`config.mk`:
```
export PLATFORM = sky130hd
export DESIGN_NAME = edge_list_line_parser_flat
export DESIGN_NICKNAME = d
export VERILOG_FILES = /design/src/rtl/elp_pkg.sv /design/src/rtl/elp_stream_if.sv /design/src/rtl/elp_parser.sv /design/src/rtl/elp_result_queue.sv /design/src/rtl/edge_list_line_parser.sv /design/src/flat_wrapper.sv
export SDC_FILE = /design/constraint.sdc
export NUM_CORES = 1
export LEC_CHECK = 0
export BUFFER_PORTS_ARGS = -buffer_cell sky130_fd_sc_hd__buf_2
export CAP_MARGIN = 15
export CORE_MARGIN = 1
export CORE_UTILIZATION = 55
export CTS_BUF_LIST = sky130_fd_sc_hd__clkbuf_4
export DETAILED_ROUTE_END_ITERATION = 6
export GPL_TIMING_DRIVEN = 1
export PLACE_DENSITY = 0.83
export SLEW_MARGIN = 20
export SYNTH_ARGS = -nofsm -noshare
export SYNTH_HDL_FRONTEND = slang
export SYNTH_SLANG_ARGS = --single-unit
```
`constraint.sdc`:
```
create_clock -name i_clk -period 2.15 [get_ports i_clk]
set_input_delay 0 -clock i_clk [delete_from_list [all_inputs] [get_ports i_clk]]
set_output_delay 0 -clock i_clk [all_outputs]
set_load 0.05 [all_outputs]
```
`src/rtl/elp_pkg.sv`:
```
// ============================================================================
// elp_pkg - edge list line parser shared definitions
// Beat types, event codes, character codes and parser state encodings.
// ============================================================================
`default_nettype none

package elp_pkg;

    // default width of the saturating line counter
    localparam int LINE_COUNT_BITS_DEF = 32;

    // field widths
    localparam int CHAR_W = 21;
    localparam int LINE_W = 32;

    // most result beats one input beat can cause
    localparam int MAX_RESULTS = 3;

    // result queue geometry
    localparam int RQ_DEPTH = 8;
    localparam int RQ_PTR_W = $clog2(RQ_DEPTH);
    localparam int RQ_CNT_W = $clog2(RQ_DEPTH + 1);

    // event kinds
    localparam logic [2:0] EV_CHAR   = 3'd0;
    localparam logic [2:0] EV_FEND   = 3'd1;
    localparam logic [2:0] EV_EDGE   = 3'd2;
    localparam logic [2:0] EV_ACCEPT = 3'd3;
    localparam logic [2:0] EV_ERROR  = 3'd4;

    // character codes
    localparam logic [CHAR_W-1:0] CH_SPACE  = 21'd32;
    localparam logic [CHAR_W-1:0] CH_TAB    = 21'd9;
    localparam logic [CHAR_W-1:0] CH_CR     = 21'd13;
    localparam logic [CHAR_W-1:0] CH_LF     = 21'd10;
    localparam logic [CHAR_W-1:0] CH_QUOTE  = 21'd34;
    localparam logic [CHAR_W-1:0] CH_BACKSL = 21'd92;

    // lexer phase
    typedef enum logic [2:0] {
        PH_IDLE,
        PH_CR,
        PH_WORD,
        PH_QUOTE,
        PH_ESC
    } t_lex_phase;

    // position in the line grammar
    typedef enum logic [1:0] {
        GP_SRC,
        GP_DST,
        GP_LABEL,
        GP_EOL
    } t_gram_pos;

    // input beat
    typedef struct packed {
        logic [CHAR_W-1:0] char_code;
        logic              end_of_input;
    } t_in_beat;

    // result beat
    typedef struct packed {
        logic [2:0]        event_kind;
        logic [1:0]        field_role;
        logic [CHAR_W-1:0] out_char;
        logic [LINE_W-1:0] line_number;
        logic              last_of_run;
    } t_out_beat;

    // group of result beats handed from parser to queue
    typedef struct packed {
        logic [1:0]                        count;
        t_out_beat [MAX_RESULTS-1:0]       beats;
    } t_push;

    // build one result beat, last flag cleared
    function automatic t_out_beat mk_beat(
        input logic [2:0]        kind,
        input logic [1:0]        role,
        input logic [CHAR_W-1:0] ch,
        input logic [LINE_W-1:0] line
    );
        t_out_beat b;
        b.event_kind  = kind;
        b.field_role  = role;
        b.out_char    = ch;
        b.line_number = line;
        b.last_of_run = 1'b0;
        return b;
    endfunction

endpackage

`default_nettype wire

```
`src/rtl/elp_stream_if.sv`:
```
// ============================================================================
// elp_stream_if - valid/ready stream channel
// Carries one payload beat per handshake, payload type set per instance.
// ============================================================================
`default_nettype none

interface elp_stream_if #(
    parameter type t_payload = logic
);
    logic     valid;
    logic     ready;
    t_payload payload;

    modport source (output valid, output payload, input ready);
    modport sink   (input valid, input payload, output ready);
endinterface

`default_nettype wire

```
`src/rtl/elp_parser.sv`:
```
// ============================================================================
// elp_parser - input register and single-pass line parser
// Registers one input beat, decodes it against lexer and grammar state and
// produces up to three result beats per parsed beat for the result queue.
// ============================================================================
`default_nettype none

module elp_parser
    import elp_pkg::*;
#(
    parameter int LINE_COUNT_BITS = LINE_COUNT_BITS_DEF
) (
    input  wire logic    i_clk,
    input  wire logic    i_rst_n,
    elp_stream_if.sink   i_in,
    input  wire logic    i_room,
    output t_push        o_push
);

    // input register
    logic     r_in_valid;
    t_in_beat r_in;
    logic     w_fire;

    // parser state
    t_lex_phase                 r_phase, n_phase;
    t_gram_pos                  r_gp, n_gp;
    logic [LINE_COUNT_BITS-1:0] r_line, n_line;
    logic                       r_fin, n_fin;
    logic                       r_err, n_err;

    // decoded actions
    logic              d_fend;
    logic [1:0]        d_nchar;
    logic [CHAR_W-1:0] d_ch_a;
    logic [CHAR_W-1:0] d_ch_b;
    logic              d_edge;
    logic              d_accept;
    logic              d_error;
    logic              d_nl;
    t_gram_pos         d_role;

    logic [LINE_W-1:0] w_line_old;
    logic [LINE_W-1:0] w_line_new;
    logic [LINE_W-1:0] w_line_evt;

    // stage handshake
    assign w_fire     = r_in_valid && i_room;
    assign i_in.ready = !r_in_valid || w_fire;

    always_ff @(posedge i_clk) begin
        if (!i_rst_n) begin
            r_in_valid <= 1'b0;
        end else if (i_in.ready) begin
            r_in_valid <= i_in.valid;
        end
    end

    always_ff @(posedge i_clk) begin
        if (i_in.ready && i_in.valid) begin
            r_in <= i_in.payload;
        end
    end

    // state registers, advanced once per parsed beat
    always_ff @(posedge i_clk) begin
        if (!i_rst_n) begin
            r_phase <= PH_IDLE;
            r_gp    <= GP_SRC;
            r_line  <= LINE_COUNT_BITS'(1);
            r_fin   <= 1'b0;
            r_err   <= 1'b0;
        end else if (w_fire) begin
            r_phase <= n_phase;
            r_gp    <= n_gp;
            r_line  <= n_line;
            r_fin   <= n_fin;
            r_err   <= n_err;
        end
    end

    // decode and next state
    always_comb begin
        logic [CHAR_W-1:0] c;
        logic              eoi;
        logic              c_word;
        logic              do_idle;
        logic              do_end;
        t_gram_pos         gp1;

        c       = r_in.char_code;
        eoi     = r_in.end_of_input;
        c_word  = c > CH_SPACE;
        do_idle = 1'b0;
        do_end  = 1'b0;

        d_fend   = 1'b0;
        d_nchar  = 2'd0;
        d_ch_a   = c;
        d_ch_b   = c;
        d_edge   = 1'b0;
        d_accept = 1'b0;
        d_error  = 1'b0;
        d_nl     = 1'b0;

        n_phase = r_phase;
        n_line  = r_line;
        n_fin   = r_fin;
        n_err   = r_err;

        // lexer phase
        if (!r_err && !r_fin) begin
            if (eoi) begin
                case (r_phase)
                    PH_WORD: begin
                        d_fend = 1'b1;
                        do_end = 1'b1;
                    end
                    PH_IDLE: begin
                        do_end = 1'b1;
                    end
                    default: begin
                        d_error = 1'b1;
                    end
                endcase
            end else begin
                case (r_phase)
                    PH_WORD: begin
                        if (c_word) begin
                            d_nchar = 2'd1;
                        end else begin
                            d_fend  = 1'b1;
                            do_idle = 1'b1;
                        end
                    end
                    PH_CR: begin
                        if (c == CH_LF) begin
                            d_nl = 1'b1;
                        end else begin
                            d_error = 1'b1;
                        end
                    end
                    PH_QUOTE: begin
                        if (c == CH_QUOTE) begin
                            d_fend = 1'b1;
                        end else if (c == CH_BACKSL) begin
                            n_phase = PH_ESC;
                        end else begin
                            d_nchar = 2'd1;
                        end
                    end
                    PH_ESC: begin
                        if (c == CH_QUOTE) begin
                            d_nchar = 2'd1;
                            d_ch_a  = CH_QUOTE;
                        end else begin
                            d_nchar = 2'd2;
                            d_ch_a  = CH_BACKSL;
                            d_ch_b  = c;
                        end
                        n_phase = PH_QUOTE;
                    end
                    default: begin
                        do_idle = 1'b1;
                    end
                endcase
            end
        end

        // field end moves the grammar on
        gp1 = r_gp;
        if (d_fend) begin
            n_phase = PH_IDLE;
            if (r_gp != GP_EOL) begin
                gp1 = t_gram_pos'(r_gp + 2'd1);
            end
        end
        d_role = gp1;

        // character between tokens
        if (do_idle) begin
            if (c inside {CH_SPACE, CH_TAB}) begin
                // separator, nothing to do
            end else if (c == CH_CR) begin
                n_phase = PH_CR;
            end else if (c == CH_LF) begin
                d_nl = 1'b1;
            end else if (c == CH_QUOTE) begin
                if (gp1 == GP_EOL) begin
                    d_error = 1'b1;
                end else begin
                    n_phase = PH_QUOTE;
                end
            end else if (c_word) begin
                if (gp1 == GP_EOL) begin
                    d_error = 1'b1;
                end else begin
                    d_nchar = 2'd1;
                    n_phase = PH_WORD;
                end
            end else begin
                d_error = 1'b1;
            end
        end

        // newline: count first, then check the grammar
        if (d_nl) begin
            if (!(&r_line)) begin
                n_line = r_line + LINE_COUNT_BITS'(1);
            end
            n_phase = PH_IDLE;
            if (gp1 == GP_LABEL || gp1 == GP_EOL) begin
                d_edge = 1'b1;
                gp1    = GP_SRC;
            end else begin
                d_error = 1'b1;
            end
        end

        // end of input
        if (do_end) begin
            if (gp1 == GP_DST) begin
                d_error = 1'b1;
            end else begin
                d_edge   = gp1 != GP_SRC;
                d_accept = 1'b1;
                n_fin    = 1'b1;
            end
        end

        if (d_error) begin
            n_err = 1'b1;
        end
        n_gp = gp1;
    end

    // line number as reported, saturated to the field width
    generate
        if (LINE_COUNT_BITS > LINE_W) begin : g_line_sat
            assign w_line_old = (|r_line[LINE_COUNT_BITS-1:LINE_W]) ?
                                '1 : r_line[LINE_W-1:0];
            assign w_line_new = (|n_line[LINE_COUNT_BITS-1:LINE_W]) ?
                                '1 : n_line[LINE_W-1:0];
        end else begin : g_line_ext
            assign w_line_old = LINE_W'(r_line);
            assign w_line_new = LINE_W'(n_line);
        end
    endgenerate

    assign w_line_evt = d_nl ? w_line_new : w_line_old;

    // result beats in event order
    always_comb begin
        logic [1:0] k;

        k             = 2'd0;
        o_push.beats  = '0;
        if (d_fend) begin
            o_push.beats[k] = mk_beat(EV_FEND, r_gp, '0, w_line_old);
            k = k + 2'd1;
        end
        if (d_nchar != 2'd0) begin
            o_push.beats[k] = mk_beat(EV_CHAR, d_role, d_ch_a, w_line_old);
            k = k + 2'd1;
        end
        if (d_nchar == 2'd2) begin
            o_push.beats[k] = mk_beat(EV_CHAR, d_role, d_ch_b, w_line_old);
            k = k + 2'd1;
        end
        if (d_edge) begin
            o_push.beats[k] = mk_beat(EV_EDGE, 2'd0, '0, w_line_evt);
            k = k + 2'd1;
        end
        if (d_accept) begin
            o_push.beats[k] = mk_beat(EV_ACCEPT, 2'd0, '0, w_line_old);
            k = k + 2'd1;
        end
        if (d_error) begin
            o_push.beats[k] = mk_beat(EV_ERROR, 2'd0, '0, w_line_evt);
            k = k + 2'd1;
        end
        if (k != 2'd0) begin
            o_push.beats[k - 2'd1].last_of_run = 1'b1;
        end
        o_push.count = w_fire ? k : 2'd0;
    end

endmodule

`default_nettype wire

```
`src/rtl/elp_result_queue.sv`:
```
// ============================================================================
// elp_result_queue - result beat queue
// Takes up to three result beats per cycle and hands out one beat per
// handshake; reports room when a full group of beats still fits.
// ============================================================================
`default_nettype none

module elp_result_queue
    import elp_pkg::*;
(
    input  wire logic    i_clk,
    input  wire logic    i_rst_n,
    input  t_push        i_push,
    output logic         o_room,
    elp_stream_if.source o_out
);

    t_out_beat           r_mem [RQ_DEPTH];
    logic [RQ_PTR_W-1:0] r_wr, n_wr;
    logic [RQ_PTR_W-1:0] r_rd, n_rd;
    logic [RQ_CNT_W-1:0] r_count, n_count;
    logic                w_pop;

    // output side
    assign o_out.valid   = r_count != '0;
    assign o_out.payload = r_mem[r_rd];
    assign w_pop         = o_out.valid && o_out.ready;
    assign o_room        = r_count <= RQ_CNT_W'(RQ_DEPTH - MAX_RESULTS);

    // pointer and fill arithmetic
    always_comb begin
        n_wr    = r_wr + RQ_PTR_W'(i_push.count);
        n_rd    = w_pop ? r_rd + RQ_PTR_W'(1) : r_rd;
        n_count = r_count + RQ_CNT_W'(i_push.count) - RQ_CNT_W'(w_pop);
    end

    always_ff @(posedge i_clk) begin
        if (!i_rst_n) begin
            r_wr    <= '0;
            r_rd    <= '0;
            r_count <= '0;
        end else begin
            r_wr    <= n_wr;
            r_rd    <= n_rd;
            r_count <= n_count;
        end
    end

    // storage writes, one per pushed beat
    always_ff @(posedge i_clk) begin
        for (int j = 0; j < MAX_RESULTS; j++) begin
            if (2'(j) < i_push.count) begin
                r_mem[r_wr + RQ_PTR_W'(j)] <= i_push.beats[j];
            end
        end
    end

endmodule

`default_nettype wire

```
`src/rtl/edge_list_line_parser.sv`:
```
// ============================================================================
// edge_list_line_parser - edge list text line parser
// Parses one character per beat into field, edge, end and error events.
// ============================================================================
//
//  channel | dir | payload                                         | handshake
//  --------+-----+-------------------------------------------------+----------
//  i_in    | in  | char_code, end_of_input                         | valid/ready
//  o_out   | out | event_kind, field_role, out_char, line_number,  | valid/ready
//          |     | last_of_run                                     |
//
//  One input beat per cycle is accepted while the result queue has room; it
//  waits in the input register, is parsed there and written to the queue.
//  A beat gives zero to three result beats; the eight-entry result queue
//  drains one per ready cycle, so input stalls only while it holds over five.
//  Reset (synchronous, active low) clears the parser state, line count to one.
//  After an error or an accepted end all further input beats are dropped.
// ============================================================================
`default_nettype none

module edge_list_line_parser
    import elp_pkg::*;
#(
    parameter int LINE_COUNT_BITS = LINE_COUNT_BITS_DEF
) (
    input  wire logic    i_clk,
    input  wire logic    i_rst_n,
    elp_stream_if.sink   i_in,
    elp_stream_if.source o_out
);

    t_push w_push;
    logic  w_room;

    // parser with input register
    elp_parser #(
        .LINE_COUNT_BITS (LINE_COUNT_BITS)
    ) u_parser (
        .i_clk   (i_clk),
        .i_rst_n (i_rst_n),
        .i_in    (i_in),
        .i_room  (w_room),
        .o_push  (w_push)
    );

    // result beat queue
    elp_result_queue u_queue (
        .i_clk   (i_clk),
        .i_rst_n (i_rst_n),
        .i_push  (w_push),
        .o_room  (w_room),
        .o_out   (o_out)
    );

endmodule

`default_nettype wire
```
`src/flat_wrapper.sv`:
```
// flat-port wrapper written by rule: the top's interface ports become plain ports
module edge_list_line_parser_flat import elp_pkg::*;
#(
    parameter int LINE_COUNT_BITS = LINE_COUNT_BITS_DEF
)
  (i_clk, i_rst_n, i_in_valid, i_in_payload, i_in_ready, o_out_valid, o_out_payload, o_out_ready);
  elp_stream_if i_in_i ();
  elp_stream_if o_out_i ();
  input  wire logic i_clk;
  input  wire logic i_rst_n;
  input wire logic [$bits(i_in_i.valid)-1:0] i_in_valid;
  input wire logic [$bits(i_in_i.payload)-1:0] i_in_payload;
  output wire logic [$bits(i_in_i.ready)-1:0] i_in_ready;
  output wire logic [$bits(o_out_i.valid)-1:0] o_out_valid;
  output wire logic [$bits(o_out_i.payload)-1:0] o_out_payload;
  input wire logic [$bits(o_out_i.ready)-1:0] o_out_ready;
  assign i_in_i.valid = i_in_valid;
  assign i_in_i.payload = i_in_payload;
  assign i_in_ready = i_in_i.ready;
  assign o_out_valid = o_out_i.valid;
  assign o_out_payload = o_out_i.payload;
  assign o_out_i.ready = o_out_ready;
  edge_list_line_parser #(.LINE_COUNT_BITS(LINE_COUNT_BITS)) u_core (.i_clk(i_clk), .i_rst_n(i_rst_n), .i_in(i_in_i), .o_out(o_out_i));
endmodule
```
== After elaboration in Yosys (flattened, before gate mapping) ==
Memories as Yosys holds them, arrays and structs flattened. A register that Yosys moved wholly into a read port is not among the register bits.
Index checks and enable logic that the tools add are counted.

* Flip-flop bits (word level): 19
* Latch bits: 0
* Memory bits (writable): 472
* Bits in read-only memories: 0
* Input port bits: 5
* Output and inout port bits: 3
* Logic and storage cells: 151
* Memories: 1

{| class="wikitable"
|+ Memory list
! memory !! words !! width !! rd ports !! clocked after Yosys merged registers in !! wr ports !! RTL line !! source
|-
| u_core.u_queue.r_mem || 8 || 59 || 1 || 1 || 3 || elp_result_queue.sv:18 || <nowiki>t_out_beat r_mem [RQ_DEPTH];</nowiki>
|}

* $add $sub $neg: 13
* Multipliers: 0
* Divide/modulo/power cells: 0
* $lt $le $gt $ge: 16
* Equality and inequality tests: 8
* Shifts and indexed selects: 0
* Muxes and demuxes: 68
* Bitwise logic cells: 10
* Reduce and logical (&&, ||, !) cells: 26

{| class="wikitable"
|+ Operators by type and width
! cell !! number
|-
| $mux W177 || 6
|-
| $demux W59 S2 || 6
|-
| $bwmux W177 || 3
|-
| $and A171 B171 Y171 || 2
|-
| $not A171 Y171 || 2
|-
| $mux W59 || 5
|-
| $and A168 B168 Y168 || 1
|-
| $not A168 Y168 || 1
|-
| $mux W57 || 1
|-
| $mux W1 || 27
|-
| $mux W7 || 3
|-
| $mux W2 || 10
|-
| $lt A2 B3 Y1 const B || 6
|-
| $mux W3 || 6
|-
| $add A2 B1 Y2 const B || 6
|-
| $ge A2 B1 Y1 const B || 6
|-
| $or A6 B6 Y6 || 2
|-
| $logic_and A1 B1 Y1 || 10
|-
| $reduce_bool A2 Y1 || 5
|-
| $or A9 B9 Y9 || 1
|-
| $add A3 B1 Y3 const B || 2
|-
| $eq A3 B2 Y1 const B || 2
|-
| $add A4 B2 Y4 || 1
|-
| $le A4 B3 Y1 const B || 1
|-
| 23 further kinds || 26
|}

== Depth between registers and ports, before layout ==
Gate-level depths: netlist of run 1.

* Word-level depth: 21
* Gate-level depth with buffers: 10
* Gate-level depth less buffers: 10

== By module ==
A second synthesis of run 1 with hierarchy kept.

* Cell total of the unflattened synthesis: 361
* Area total of the unflattened synthesis: 3106.7 sq um

{| class="wikitable"
|+ By module, submodules not included
! module !! instances !! cells an instance !! area an instance (sq um)
|-
| elp_parser || 1 || 210 || 1660.3
|-
| elp_result_queue || 1 || 151 || 1446.4
|}

== Least setup slack after synthesis of run 1 ==
Ideal clock, no wire load.

* Kind: flip-flop to flip-flop
* Start point: register u_core.u_queue.r_count[2]
* End point: register u_core.u_queue.r_count[2]
* Library setup time: 0.119 ns
* Data arrival time: 2.047 ns
* Slack: -0.015 ns
* Stages on the path, launching flop included: 11
* Path buffers: 0
* Clock period less this slack: 2.165 ns
* Path through: dfxtp_1 -> inv_1 -> ha_1 -> nor3b_1 -> nor2_1 -> ha_1 -> inv_1 -> ha_1 -> fa_1 -> xnor2_1 -> nor2_1

* Elaborated cells between the ends (all ways): 7
* Those cells by class: add/sub (2); order compare (1); mux (1); reduce/logical (3)

{| class="wikitable"
|+ RTL lines
! item !! RTL line !! source
|-
| start: declaration || elp_result_queue.sv:21 || <nowiki>logic [RQ_CNT_W-1:0] r_count, n_count;</nowiki>
|-
| start signal: assignment || elp_result_queue.sv:45 || <nowiki>r_count <= n_count;</nowiki>
|-
| $reduce_bool A4 Y1 || elp_result_queue.sv:25 || <nowiki>assign o_out.valid = r_count != '0;</nowiki>
|-
| $logic_and A1 B1 Y1 || elp_result_queue.sv:27 || <nowiki>assign w_pop = o_out.valid && o_out.ready;</nowiki>
|-
| net u_core.u_queue.w_pop || elp_result_queue.sv:22 || <nowiki>logic w_pop;</nowiki>
|-
| $sub A4 B1 Y4 || elp_result_queue.sv:34 || <nowiki>n_count = r_count + RQ_CNT_W'(i_push.count) - RQ_CNT_W'(w_pop);</nowiki>
|}

The timed path passes the listed nets, and every way through them passes these cells.
A chain may end at the register's enable or synchronous reset.

== Final worst setup path of run 1 ==
* Start point: register u_core.u_queue.r_count[2]
* End point: register u_core.u_queue.r_count[1]

* Elaborated cells between the ends (all ways): 7
* Those cells by class: add/sub (2); order compare (1); mux (1); reduce/logical (3)

{| class="wikitable"
|+ RTL lines
! item !! RTL line
|-
| $reduce_bool A4 Y1 || elp_result_queue.sv:25
|-
| $logic_and A1 B1 Y1 || elp_result_queue.sv:27
|-
| net u_core.u_queue.w_pop || elp_result_queue.sv:22
|-
| $sub A4 B1 Y4 || elp_result_queue.sv:34
|-
| net u_core.u_queue.n_count[1] || elp_result_queue.sv:21
|}

The timed path passes the listed nets, and every way through them passes these cells.

==> qor.yml, run 1 <==
status: "complete, no violations"
top_level_ports: 8
die_area_mm2: 0.002422
dp_hpwl_um: 1582
synthCells: 113
hold_violations: 0
viasPerCell: 5.435
hold_class: "input pin to flop"
htreeDepth: 1
drive_gt1_share_pct: 25.20
route.detailed.drc: 0
worst-setup-path-type: "flop to flop"
seqPwrFrac_pct: 43.8
via_count: 837
ant_nets: 0
start_util_pct: 60.64
diodes: 0
p_comb_share_pct: 42.3
antenna_found_initial: 0
fin_util_pct: 69.68
fin_setup_tns_ps: 0
use_met1_pct: 25.55
cts_buffer_depth: 2
fmax_mhz: 482.3
dp_slack_ps: -56.69
layout_commonest_cell: "dfxtp_1"
grt_pass1_wl_um: 3795
cts_sinks: 25
die_h_um: 49.22
ys_seq_area_share_pct: 48.16
fillers: 155
final_cell_mix: "dfxtp_1 (14), inv_1 (11), nand2_1 (9), nor2_1 (9), edfxtp_1 (9)"
switching_share_pct: 37.95
gp_congestion: 0.8408
finalSetupViolCount: 0
ys_seq_elements: 25
multi_input_area_um2: 618.1
cts_made_buffers: 3
finalWorstSetupSlack_ps: 76.50
avgRoutedWirePerCell_um: 13.58
grt_pass1_vias: 889
ys_warn_count: 0
syn_nets: 129
worstSetupStartpointType: "flop"
coreArea_mm2: 0.002022
grt_overflow: 0
cts-root-buf: "clkbuf_4"
power.total_mw: 1.538
synth-edff-count: 9
port-buffer-count: 7
grt_busiest_layer: "met2"
path_max_fanout: 2
use_met3_pct: 4.673
cp.arrival_ps: 2300
clk_pin_slew_worst_paths_ps: 140
power_density_mw_per_mm2: 1091
drv_slew: 0
area_growth_pct: 14.90
irDropWorstVdd_mv: 0.6178
p_switching_uw: 583.6
grt_use_total_pct: 20.71
finClkSkew_ps: 5.946
insertion_delay_ps: 320
ys.flop_type: "dfxtp_1"
wirelength_um: 2092
synth.distinct_cells: 31
finish.net_count: 144
firstDrtPassIters: 4
avgSynthCellArea_um2: 10.85
use_met2_pct: 36.07
clkPwrFrac_pct: 13.9
holdWs_ps: 31.23
required_ps: 2380
finalCritPeriodShare_pct: 96.44
power_leakage_nw: 0.5538
grt_max_degree: 16
cp-end-kind: "flop"
maxCapViolCount: 0
rows: 16
async_reset_ff_share_pct: 0
internal_power_uw: 954.1
syn-cell-area_mm2: 0.001226
cts_tree: "done"
period_needed_ps: 2073
drt_iter0_drc: 16
seqCellArea_um2: 593.1
die_x_um: 49.22
-- path summary, 6_finish.rpt --
path | start | endpoint | slack [ps] | cells past startpoint
worst max-delay path | u_core.u_queue.r_count[2] | u_core.u_queue.r_count[1] | 80 | 9
worst min-delay path | i_rst_n | u_core.u_parser.r_err | 30 | 3
worst max register to register | u_core.u_queue.r_count[2] | u_core.u_queue.r_count[1] | 80 | 9
worst min register to register | u_core.u_parser.r_in[0] | u_core.u_parser.r_err | 480 | 1
-- what timing repair did --
item                       CTS  global route
hold endpoints to repair     2             0
gates resized for setup      2            12
pin swaps                    2             6
hold buffers                 2             0
setup endpoints to repair    3             3
buffers inserted             2             0
-- layout make-up --
class	instances	area share, %
Multi-Input combinational cell	72	43.87
Timing Repair Buffer	13	6.039
Inverter	13	3.464
Clock buffer	3	1.599
Clock inverter	1	0.5329
Sequential cell	25	42.10
Tap cell	27	2.398
-- cell families (layout without fill, tap and decap cells) --
logic type | Yosys count | in the layout | synth area share, %
and+or+nand+nor | 39 | 39 | 17.76
DFF | 25 | 25 | 48.16
buffers and inverters | 16 | 30 | 5.612
AOI/OAI and AO/OA | 13 | 13 | 7.143
adders and majority gates | 11 | 11 | 12.45
muxes | 5 | 5 | 6.837
other | 2 | 2 | 0.6125
xor gates and xnor gates | 2 | 2 | 1.429
-- worst max-delay path: stages, from the launching register on --
cell     delay (ps)
dfxtp_2         370
inv_2            60
ha_2            150
nor3b_4         190
nor2_2           70
ha_1            280
inv_1            70
ha_2            210
fa_2            430
and2_1          140
-- power by group through the flow --
stage                     combinational, mW  sequential [mW]  clock [mW]
after detailed placement              0.560            0.666           0
after CTS                             0.601            0.659       0.222
after global routing                  0.737            0.684       0.240
after global placement                0.524            0.656           0
final                                 0.651            0.673       0.214
after floorplan                       0.455            0.632           0
-- metal layers --
| metal | share of wire, % | vias up |
|---|---|---|
| met1 | 43 | 401 |
| met2 | 53 | 20 |
| met3 | 3.1 | 2 |
| met4 | 0.67 | 0 |
| li1 | - | 414 |
| met5 | 0 | - |
-- through the flow --
| step | instance area (um2) | cells |
|---|---|---|
| finish | 1409 | 154 |
| global route | 1409 | 154 |
| CTS | 1369 | 154 |
| detailed placement | 1295 | 146 |
| global placement | 1295 | 146 |
| floorplan | 1231 | 113 |
-- synth_stat cells (all sizes together) (3+ instances only) --
cell type,count,area [um2]
and2,5,31.28
nand2,9,33.78
nor4b,4,35.03
inv,13,48.80
a21oi,5,25.02
edfxtp,9,270.3
ha,9,112.6
nor2,11,43.80
dfxtp,16,320.3
o21ai,3,15.01
No activity file was read; power rests on OpenSTA's default activity.
==> run 2, diff against run 1 <==
==> constraint.sdc (replaced) <==
create_clock -name i_clk -period 2.15 [get_ports i_clk]
set_input_delay 0.43 -clock i_clk [delete_from_list [all_inputs] [get_ports i_clk]]
set_output_delay 0.43 -clock i_clk [all_outputs]
set_load 0.05 [all_outputs]
==> run 2 against run 1 <==
Sequential power increased by 0.7%. Core utilization increased by 0.37 points. Total power increased by 4.2%. Non-clock buffer count decreased by 1. Fmax decreased by 1.0%. Cell area increased by 0.53%. Die area unchanged. Combinational power increased by 8.9%. Sequential share of layout area decreased by 0.13 points. Critical endpoint unchanged. Largest power group is now combinational cells.
==> qor.yml, run 2 (synthesis gave the netlist of run 1 again) <==
cts_made_buffers: 3
holdBufCountCts: 0
clk_pin_slew_worst_paths_ps: 140
cp-end-kind: "flop"
worst-setup-path-type: "flop to flop"
dp_hpwl_um: 1582
finalWorstSetupSlack_ps: 55.16
wirelength_um: 2131
htreeDepth: 1
drv_slew: 0
final_cell_mix: "dfxtp_1 (13), inv_1 (11), nand2_1 (9), nor2_1 (9), edfxtp_1 (9)"
cp_cell_sequence: "inv_2, ha_4, nor3b_4, nor2_2, ha_1, inv_1, ha_2, fa_2, and2_1"
avgRoutedWirePerCell_um: 13.93
ant_nets: 0
via_count: 819
hold_class: "input pin to flop"
grt_pass1_vias: 872
drt_iter0_drc: 10
rows: 16
use_met3_pct: 4.673
grt_use_total_pct: 20.44
power_leakage_nw: 0.5546
fmax_mhz: 477.4
fillers: 151
use_met2_pct: 35.16
use_met1_pct: 25.55
gp_congestion: 0.8408
drive_gt1_share_pct: 29.37
dpl_cell_area_mm2: 0.001295
die_x_um: 49.22
cts_sinks: 25
cp.arrival_ps: 2320
firstDrtPassIters: 4
insertion_delay_ps: 320
cts_buffer_depth: 2
grt_busiest_layer: "met2"
maxCapViolCount: 0
fin_setup_tns_ps: 0
holdPathStages: 1
die_h_um: 49.22
hold_violations: 0
coreArea_mm2: 0.002022
finClkSkew_ps: 7.242
finalCritPeriodShare_pct: 97.43
layout_commonest_cell: "dfxtp_1"
irDropWorstVdd_mv: 0.6459
cts-root-buf: "clkbuf_4"
area_growth_pct: 15.51
diodes: 0
finish.net_count: 143
path_max_fanout: 5
worstSetupStartpointType: "flop"
die_area_mm2: 0.002422
required_ps: 2380
dp_slack_ps: -56.69
power.total_mw: 1.602
cts_tree: "done"
power_density_mw_per_mm2: 1131
stdcell_area_mm2: 0.001416
grt_max_degree: 16
route.detailed.drc: 0
grt_overflow: 0
port-buffer-count: 7
rsz0062_at_grt: "yes"
antenna_found_initial: 0
grt_pass1_wl_um: 3746
ff2ff_path_depth: 9
top_level_ports: 8
start_util_pct: 60.64
finalSetupViolCount: 0
status: "complete, no violations"
cpPeakStageDelay_ps: 430
period_needed_ps: 2095
viasPerCell: 5.353
cp_slowest_cell: "fa_2"
## run 2: cell types whose count changed in the layout (fill, tap and decap cells not counted), sizes merged
cell	change
dlygate4sd3	-2
buf	+1
## run 2: layout make-up
cell class	instances	area (um2)	share of cell area, %
multi-input combinational	72	628.1	44.35
sequential	25	594.3	41.96
timing repair buffer	12	78.83	5.565
inverter	13	51.30	3.622
tap	27	33.78	2.385
clock buffer	3	22.52	1.590
clock inverter	1	7.507	0.5300
## run 2: power breakdown
part | leakage [nW] | switching, mW | total, mW | internal [mW]
Sequential | 0.212 | 0.0981 | 0.678 | 0.580
Combinational | 0.328 | 0.363 | 0.709 | 0.346
Clock | 0.0139 | 0.144 | 0.215 | 0.0710
## run 2: path summary, 6_finish.rpt
kind                                  start                         to  slack [ps]
setup / recovery  u_core.u_queue.r_count[2]  u_core.u_queue.r_count[1]          60
hold reg to reg     u_core.u_parser.r_in[0]      u_core.u_parser.r_err         480
setup reg to reg  u_core.u_queue.r_count[2]  u_core.u_queue.r_count[1]          60
hold / removal                 i_in_payload    u_core.u_parser.r_in[0]         280
## run 2: metrics by stage
stage	cells	util, %	hold slack (ps)
after floorplan	113	-	436.1
final	153	70.05	283.7
after CTS	151	66.46	277.3
after global routing	153	70.05	264.2
after global placement	146	64.05	443.8
after detailed placement	146	64.05	473.6
## run 2: what timing repair did
action / CTS / global route
resized for setup: 4 / 19
buffers inserted: 1 / 2
pin swaps: 2 / 6
setup endpoints to repair: 4 / 4
## run 2: layer usage
layer  vias up  share of wire, %
li1        409                 -
met4         0              0.66
met2        14                52
met1       394                45
met5         -                 0
met3         2               2.9
## run 2: critical path: cells and delay by family, from the launching register on
| kind | cells | cell delay (ps) |
|---|---|---|
| adders and majority gates | 4 | 1030 |
| buffers and inverters | 2 | 140 |
| DFF | 1 | 370 |
| and+or+nand+nor | 3 | 460 |
==> run 3, diff against run 2 <==
--- a/config.mk
+++ b/config.mk
@@ -11,8 +11,8 @@
 export CORE_UTILIZATION = 55
 export CTS_BUF_LIST = sky130_fd_sc_hd__clkbuf_4
 export DETAILED_ROUTE_END_ITERATION = 6
-export GPL_TIMING_DRIVEN = 1
 export PLACE_DENSITY = 0.83
+export SETUP_SLACK_MARGIN = 0.4
 export SLEW_MARGIN = 20
 export SYNTH_ARGS = -nofsm -noshare
 export SYNTH_HDL_FRONTEND = slang
==> constraint.sdc (replaced) <==
create_clock -name i_clk -period 2.15 [get_ports i_clk]
set_input_delay 0.1075 -clock i_clk [delete_from_list [all_inputs] [get_ports i_clk]]
set_output_delay 0.1075 -clock i_clk [all_outputs]
set_load 0.05 [all_outputs]
==> run 3 against run 2 <==
Cell area up 16%. Clock power about the same. Worst hold slack got worse by 270 ps. Sequential share of layout area fell by 5.8 points. Fmax is 3.8% higher. Clock-buffer cell count grew 1. Global-route usage rose by 0.78 points. First-iteration DRC count increased to 2.5 times the previous value.
==> qor.yml, run 3 (synthesis gave the netlist of run 1 again) <==
required_ps: 2420
start_util_pct: 60.64
fin_setup_tns_ps: 0
drt_iter0_drc: 25
p_comb_share_pct: 49.3
worstReg2RegStart: "u_core.u_queue.r_count[3]"
maxCapViolCount: 0
clk_pin_slew_worst_paths_ps: 130
diodes: 0
insertion_delay_ps: 310
port-buffer-count: 7
via_count: 869
seqPwrFrac_pct: 38.7
period_needed_ps: 2019
antenna_found_initial: 0
route.detailed.drc: 0
status: "complete, no violations"
m1WireLength_um: 1017
internal_power_mw: 1.123
fin_util_pct: 81.31
wl_met2_um: 1178
finalCritPeriodShare_pct: 93.91
cts_buffer_depth: 2
hold_class: "input pin to flop"
power_leakage_nw: 0.6179
fillers: 116
cts-root-buf: "clkbuf_4"
irDropWorstVdd_mv: 0.8421
wl_met3_um: 90
cp-end-kind: "flop"
grt_use_total_pct: 21.22
clkPwrFrac_pct: 12.0
viasPerCell: 5.465
fmax_mhz: 495.3
layout_commonest_cell: "dfxtp_1"
finalSetupViolCount: 0
holdWs_ps: 15.90
grt_pass1_vias: 895
drive_gt1_share_pct: 42.42
die_h_um: 49.22
die_area_mm2: 0.002422
power_density_mw_per_mm2: 1105
rows: 16
critPathCapture: "u_core.u_queue.r_count[1]"
slew_headroom_pct: 63.67
avgRoutedWirePerCell_um: 14.72
grt_max_degree: 14
multi_input_area_um2: 777.0
wirelength_um: 2341
gp_congestion: 0.7975
worstSetupStartpointType: "flop"
rsz0062_at_grt: "yes"
cts_tree: "done"
cp.arrival_ps: 2280
dpl_cell_area_mm2: 0.001384
switching_share_pct: 38.15
htreeDepth: 1
reg2reg_to: "u_core.u_queue.r_count[1]"
ff2ff_path_depth: 9
worst-setup-path-type: "flop to flop"
critPathLaunch: "u_core.u_queue.r_count[3]"
cts_sinks: 25
grt_pass1_wl_um: 3815
stdcell_area_mm2: 0.001644
path_max_fanout: 3
area_growth_pct: 34.08
die_x_um: 49.22
firstDrtPassIters: 5
finish.net_count: 149
dp_slack_ps: 40.25
drv_slew: 0
hold_violations: 0
tightestPinTransition_ps: 544.2
topRoutingLayerUsed: "met4"
ant_nets: 0
finalWorstSetupSlack_ps: 131.0
dp_hpwl_um: 1438
p_switching_uw: 692.9
final_cell_mix: "dfxtp_1 (13), nand2_1 (9), nor2_1 (9), edfxtp_1 (9), inv_1 (8)"
coreArea_mm2: 0.002022
top_level_ports: 8
grt_overflow: 0
cts_made_buffers: 3
rrSetupSlack_ps: 130
seqCellArea_um2: 594.3
finClkSkew_ps: 5.668
-- run 3: cell count changes in the layout (fill, tap and decap cells not counted), moves of 3 or more --
cell,previous run,this run
ha_1,6,3
nor4b_4,0,3
ha_4,2,6
buf_6,1,4
nor4b_1,4,0
inv_2,1,4
inv_1,11,8
-- run 3: worst min-delay path by stage --
stage                 start                         end  cells past startpoint
6_report         i_in_valid  u_core.u_parser.r_in_valid                      3
5_1_grt          i_in_valid  u_core.u_parser.r_in_valid                      3
4_1_cts          i_in_valid  u_core.u_parser.r_in_valid                      3
3_5_place_dp   i_in_payload     u_core.u_parser.r_in[0]                      1
3_3_place_gp   i_in_payload     u_core.u_parser.r_in[0]                      1
2_1_floorplan  i_in_payload     u_core.u_parser.r_in[0]                      0
-- run 3: per-layer routing --
layer / up-vias / track usage, %
li1: 421 / -
met1: 422 / 24.30
met2: 19 / 37.67
met3: 7 / 6.542
met4: 0 / 5.882
met5: - / 0
-- run 3: cell type report --
type,instances,area share [%]
Tap cell,27,2.055
Multi-Input combinational cell,72,47.26
Sequential cell,25,36.15
Clock buffer,4,1.826
Timing Repair Buffer,18,9.589
Inverter,13,3.120
-- run 3: worst max-delay path, stage by stage, from the launching register on --
cell and delay [ps]:
dfxtp_2 380, inv_4 50, ha_4 170, a21boi_4 160, nand3_4 110, ha_4 280
inv_2 40, ha_4 150, fa_2 500, and2_1 110
-- run 3: through the flow --
stage                     cells  power (mW)
final                       159       1.816
after floorplan             113       1.216
after CTS                   157       1.684
after global placement      145       1.309
after global routing        159       1.944
after detailed placement    145       1.342
-- run 3: repair_timing --
| action | CTS | global route |
|---|---|---|
| hold buffers | 1 | 0 |
| endpoints found under the hold margin | 1 | 0 |
| gates resized for setup | 13 | 23 |
| setup endpoints to repair | 6 | 16 |
| pin swaps | 8 | 3 |
| setup buffers | 7 | 2 |
-- run 3: power by group through the flow --
stage,logic (mW),clock network (mW),registers [mW]
global placement,0.630,0,0.678
finish,0.895,0.218,0.703
detailed placement,0.658,0,0.684
floorplan,0.563,0,0.653
CTS,0.780,0.225,0.679
global route,0.989,0.239,0.716
